===== config.mk =====
export PLATFORM = sky130hd
export DESIGN_NAME = bmgs_ctrl
export DESIGN_NICKNAME = d
export VERILOG_FILES = /design/src/hw/rtl/bmgs_pkg.sv /design/src/hw/rtl/bmgs_ctrl.sv
export SDC_FILE = /design/constraint.sdc
export NUM_CORES = 1
export LEC_CHECK = 0
export BUFFER_PORTS_ARGS = -buffer_cell sky130_fd_sc_hd__buf_2
export CAP_MARGIN = 20
export CORE_AREA = 2 2 39 41
export CTS_BUF_LIST = sky130_fd_sc_hd__clkbuf_4 sky130_fd_sc_hd__clkbuf_8
export CTS_CLUSTER_SIZE = 14
export DETAILED_ROUTE_END_ITERATION = 12
export DIE_AREA = 0 0 41 43
export PLACE_DENSITY = 0.77
export REMOVE_ABC_BUFFERS = 1
export SLEW_MARGIN = 10
export SYNTH_ARGS = -nofsm -noshare
export SYNTH_HDL_FRONTEND = slang
export SYNTH_SLANG_ARGS = --single-unit

===== constraint.sdc =====
create_clock -name clock -period 1.7 [get_ports clock]
set_clock_uncertainty 0.05 [all_clocks]
set_input_delay 0 -clock clock [delete_from_list [all_inputs] [get_ports clock]]
set_output_delay 0 -clock clock [all_outputs]
set_load 0.03 [all_outputs]

===== src/hw/rtl/bmgs_pkg.sv =====
// ----------------------------------------------------------------------------
// bmgs_pkg
// Shared types and constants of the binary majority grid smoother.
// ----------------------------------------------------------------------------
package bmgs_pkg;

   localparam int DEF_MAX_WIDTH = 64;
   localparam int DEF_MAX_DEPTH = 64;

   localparam int ELEV_W    = 16;
   localparam int DIM_W     = 7;
   localparam int PASS_W    = 4;
   localparam int CSR_IDX_W = 2;
   localparam int COL_IN_W  = 6;
   localparam int ROW_IN_W  = 6;

   localparam logic [3:0] KEEP_LAND  = 4'd4;
   localparam logic [3:0] BIRTH_LAND = 4'd5;

   localparam logic [DIM_W-1:0]  RST_GRID_WIDTH = 7'd64;
   localparam logic [DIM_W-1:0]  RST_GRID_DEPTH = 7'd64;
   localparam logic [PASS_W-1:0] RST_PASS_COUNT = 4'd2;

   typedef enum logic [1:0] {
      CMD_WRITE = 2'd0,
      CMD_RUN   = 2'd1,
      CMD_READ  = 2'd2
   } cmd_type;

   typedef enum logic [CSR_IDX_W-1:0] {
      REG_GRID_WIDTH = 2'd0,
      REG_GRID_DEPTH = 2'd1,
      REG_PASS_COUNT = 2'd2
   } reg_index_type;

   // Commands from the controller to the datapath.
   typedef struct packed {
      logic idle;
      logic accept;
      logic rsp_load;
      logic land_rd;
      logic land_wr;
      logic nbr_rd;
      logic nwr;
      logic frd;
      logic fwr;
   } ctl_cmd_type;

   // Status from the datapath to the controller.
   typedef struct packed {
      logic req_run;
      logic pass_zero;
      logic rsp_free;
      logic cell_last;
      logic k_last;
      logic pass_last;
   } ctl_sts_type;

endpackage


===== src/hw/rtl/bmgs_ctrl.sv =====
// ----------------------------------------------------------------------------
// bmgs_ctrl
// Sequencer of the smoother: command handling, land map build, automaton
// passes and the final class forcing sweep.
// ----------------------------------------------------------------------------
module bmgs_ctrl
   import bmgs_pkg::*;
(
   input  logic        clock,
   input  logic        reset,
   input  logic        req_valid,
   input  ctl_sts_type sts,
   output ctl_cmd_type cmd
);

   typedef enum logic [8:0] {
      ST_IDLE     = 9'b000000001,
      ST_RESP     = 9'b000000010,
      ST_LAND_RD  = 9'b000000100,
      ST_LAND_WR  = 9'b000001000,
      ST_NBR_RD   = 9'b000010000,
      ST_NBR_WAIT = 9'b000100000,
      ST_NBR_WR   = 9'b001000000,
      ST_FRC_RD   = 9'b010000000,
      ST_FRC_WR   = 9'b100000000
   } state_type;

   state_type state_ff;
   state_type state_in;

   always_comb begin
      state_in = state_ff;
      cmd      = '0;
      unique case (state_ff)
         ST_IDLE: begin
            cmd.idle = 1'b1;
            if (req_valid) begin
               cmd.accept = 1'b1;
               state_in   = (sts.req_run && !sts.pass_zero) ? ST_LAND_RD : ST_RESP;
            end
         end
         ST_RESP: begin
            if (sts.rsp_free) begin
               cmd.rsp_load = 1'b1;
               state_in     = ST_IDLE;
            end
         end
         ST_LAND_RD: begin
            cmd.land_rd = 1'b1;
            state_in    = ST_LAND_WR;
         end
         ST_LAND_WR: begin
            cmd.land_wr = 1'b1;
            state_in    = sts.cell_last ? ST_NBR_RD : ST_LAND_RD;
         end
         ST_NBR_RD: begin
            cmd.nbr_rd = 1'b1;
            state_in   = sts.k_last ? ST_NBR_WAIT : ST_NBR_RD;
         end
         ST_NBR_WAIT: begin
            state_in = ST_NBR_WR;
         end
         ST_NBR_WR: begin
            cmd.nwr  = 1'b1;
            state_in = (sts.cell_last && sts.pass_last) ? ST_FRC_RD : ST_NBR_RD;
         end
         ST_FRC_RD: begin
            cmd.frd  = 1'b1;
            state_in = ST_FRC_WR;
         end
         ST_FRC_WR: begin
            cmd.fwr  = 1'b1;
            state_in = sts.cell_last ? ST_RESP : ST_FRC_RD;
         end
         default: begin
            state_in = ST_IDLE;
         end
      endcase
   end

   always_ff @(posedge clock) begin
      if (reset) begin
         state_ff <= ST_IDLE;
      end else begin
         state_ff <= state_in;
      end
   end

   // A cell update is written only after all nine map reads have been issued.
   a_nwr_after_reads: assert property (@(posedge clock) disable iff (reset)
      cmd.nwr |-> $past(cmd.nbr_rd, 2))
      else $error("cell update without neighborhood reads");

   // A forced elevation follows the read of its cell.
   a_fwr_after_frd: assert property (@(posedge clock) disable iff (reset)
      cmd.fwr |-> $past(cmd.frd))
      else $error("forcing write without read");

   // An accepted word always leaves the idle state.
   a_accept_busy: assert property (@(posedge clock) disable iff (reset)
      cmd.accept |=> !cmd.idle)
      else $error("stayed idle after accept");

endmodule


==> out/results.md <==
### Critical path
• kind of launch point of the worst setup path: register
• highest net fanout along the worst path: 6
• CP delay by family, top: simple AND/OR/NAND/NOR gates
• buffers plus inverters on the worst setup path: 1
• type of element capturing the critical path: output port
• required time reported for the critical path endpoint: 1.65 ns
• Worst path slowest cell: sky130_fd_sc_hd__or3_4
• worst-path cell chain: or3_4 -> nor3_4 -> and2_4 -> buf_6
• Worst path max stage delay: 0.40 ns
• critical path class: register to output port
• Arrival @ worst endpoint: 1.62 ns

### Global routing
• total global routing overflow: 0
• global-route met1 utilization: 19.7%
• layer with the highest usage after global routing: met2
• via count of the first global-routing pass: 525
• met3 global-route usage: 3.14%
• Overall Global Routing Usage: 17.5%
• global-route wire length before repair: 2120 um
• initial antenna violation count: 0
• Global Route met2 Usage: 30.6%
• largest net degree at the start of global routing: 9

### Yosys
• dominant cell by count in the synthesized netlist: sky130_fd_sc_hd__dfxtp_1
• Area contributors post-synth: sky130_fd_sc_hd__dfxtp_1 31%, sky130_fd_sc_hd__nor4b_1 6.1%, sky130_fd_sc_hd__and2_1 5.5%
• Synth async-reset ratio: 0%
• number of distinct library cells after synthesis: 33
• Post-synth EDFFs: 0
• cell area after synthesis: 573 um2
• fraction of post-synthesis cell area in the top cell type by area: 31.4%
• post-synthesis instance total: 68
• total of warnings raised by yosys: 0
• #FFs+latches synth: 9
• Seq/Total Area, Yosys: 31.4%
• synthesized area per cell: 8.43 um2
• Main synth FF type: sky130_fd_sc_hd__dfxtp_1
• commonest cells in the netlist: 9 x sky130_fd_sc_hd__dfxtp_1, 5 x sky130_fd_sc_hd__and2_1
• top cell type by total area after synthesis: sky130_fd_sc_hd__dfxtp_1

### Routing
• Post-Route WL: 1500 um
• number of remaining DRC errors: 0
• detail-routed net length per standard cell: 13.4 um
• via count of the routed design: 627
• DRT antenna net count: 0
• routed vias/inst: 5.60
• TritonRoute pass-1 iters: 4
• number of DRC markers after the initial detailed-route iteration: 16

### Timing
• upper clock frequency limit: 0.597 GHz
• Final setup violation count: 0
• Least-Margin Pin Slew: 0.492 ns
• Fin. Hold Viols: 1
• RSZ-0062 raised after global routing: yes
• worst slew slack as a fraction of its limit: 67.0%
• final worst path period share: 98.5%
• Final Critical Period: 1.67 ns
• Final Max Slew Viols: 0
• tightest hold margin: -0.0000953 ns

### Placement
• Cells after DPL: 101
• GP Congestion: 0.820
• count of input and output buffers: 17
• post-detail-place hpwl: 1100 um

### Pwr
• leakage power: 0.372 nW
• sequential power share: 37.6%
• switching component of the power: 0.236 mW
• Logic pwr share: 35.2%
• Power Density: 825 nW/um2
• proportion of power drawn by the clock network: 27.2%
• largest vdd supply drop: 358 uV
• internal power: 0.436 mW
• switching share of power: 35.1%

### Layout
• fraction of layout instances using a drive strength above 1: 35.4%
• Largest register FFs: 9
• leading registers by flop count: state_ff (9)
• post-synthesis to final-layout area growth: 42.4%
• sequential cell area: 189 um2
• Layout Utilization: 59.0%
• Antenna Cells: 0
• number of standard cells in the layout, taps in and fillers out: 112
• multi-input gate area in the final layout: 398 um2
• number of fill cells: 128
• # nets final: 106
• Most flops, register: state_ff

### Clock tree
• number of H-tree branching levels: 1
• Worst-path clk slew: 0.07 ns
• Bufs on Longest Clock Path: 2
• clk_lat worst skew: 0.26 ns
• clock buffers created by TritonCTS: 3
• CTS root buffer: sky130_fd_sc_hd__clkbuf_4
• clock tree from TritonCTS: yes
• CTS sink count: 9

### Floorplan
• standard-cell rows: 14
• DIE WIDTH: 41 um
• die boundary height: 43 um
• boundary pin count: 18
• starting density of the core: 41.4%
• floorplan core area: 1380 um2
• die footprint: 1760 um2

### Run status
• result of the run: finished, violations left
• violations in the final reports: negative hold slack

### Worst hold path
• worst hold path type: input port to register

### Flow run
• max-cap violation count: 0

[layout make-up]
cell class / instances / share of cell area (%)
Timing Repair Buffer: 25 / 20.6
Multi-Input combinational cell: 55 / 48.8
Sequential cell: 9 / 23.2
Clock buffer: 4 / 3.68
Tap cell: 16 / 2.45
Inverter: 3 / 1.38
[layer usage]
layer	share of wire, %	vias to the layer above
met4	0	0
met2	52	19
met1	44	298
li1	-	310
met3	4.2	0
met5	0	-
[power by group through the flow]
stage	clock network, mW	registers (mW)	logic (mW)
2_1_floorplan	0	0.249	0.151
3_3_place_gp	0	0.255	0.210
3_5_place_dp	0	0.256	0.210
4_1_cts	0.185	0.255	0.223
5_1_grt	0.199	0.255	0.259
6_report	0.183	0.253	0.237
[worst reg2reg max path, cell delays in order, from the launching register on]
cell	delay, ns
sky130_fd_sc_hd__dfxtp_4	0.36
sky130_fd_sc_hd__or3_4	0.40
sky130_fd_sc_hd__nor3_4	0.27
sky130_fd_sc_hd__and2_4	0.21
sky130_fd_sc_hd__buf_4	0.10
sky130_fd_sc_hd__and2_1	0.11
[what timing repair did]
item | in CTS | in global routing
setup buffers | 0 | 3
hold buffers | 4 | 0
pin swaps | 0 | 5
setup endpoints to repair | 3 | 3
gates resized for setup | 3 | 12
endpoints found under the hold margin | 5 | 0
[metrics by stage]
stage          TNS, ns  setup slack, ns  power, mW  hold WS, ns  cell area, um2
4_1_cts        -0.0367          -0.0367      0.663      0.00373             762
2_1_floorplan        0            0.142      0.400       0.0191             562
3_3_place_gp         0            0.214      0.464        0.193             674
6_report             0           0.0256      0.673   -0.0000953             816
5_1_grt        -0.0484          -0.0257      0.712       0.0104             816
3_5_place_dp         0            0.186      0.467        0.197             674
[cell usage in the layout (no fill, tap or decap), drive strengths merged, types with 2 or more instances in the layout]
master | synthesis | final
a21oi | 3 | 3
and2 | 5 | 5
and3b | 2 | 2
buf | 1 | 21
clkbuf | 0 | 4
dfxtp | 9 | 9
dlygate4sd3 | 0 | 4
inv | 3 | 3
nand2 | 3 | 3
nand2b | 4 | 4
nor2 | 4 | 4
nor2b | 2 | 2
nor3 | 5 | 5
nor4 | 3 | 3
nor4b | 4 | 4
or3 | 2 | 2
xor2 | 2 | 2
[path summary, 6_finish.rpt]
kind	startpoint	end	slack [ns]	cells past startpoint
setup / recovery	state_ff[8]	cmd[1]	0.03	4
hold / removal	sts[3]	state_ff[0]	-0.0001	3
setup reg to reg	state_ff[8]	state_ff[8]	0.13	5
hold reg to reg	state_ff[2]	state_ff[3]	0.59	2
[logic make-up after synthesis]
logic type / count (synthesis) / share of synthesized area [%]
and+or+nand+nor: 41 / 47.4
DFF: 9 / 31.4
AOI/OAI and AO/OA: 12 / 14.2
xor gates and xnor gates: 2 / 3.06
buffers and inverters: 4 / 3.93
Note: power is estimated with default switching activity, not from simulation.
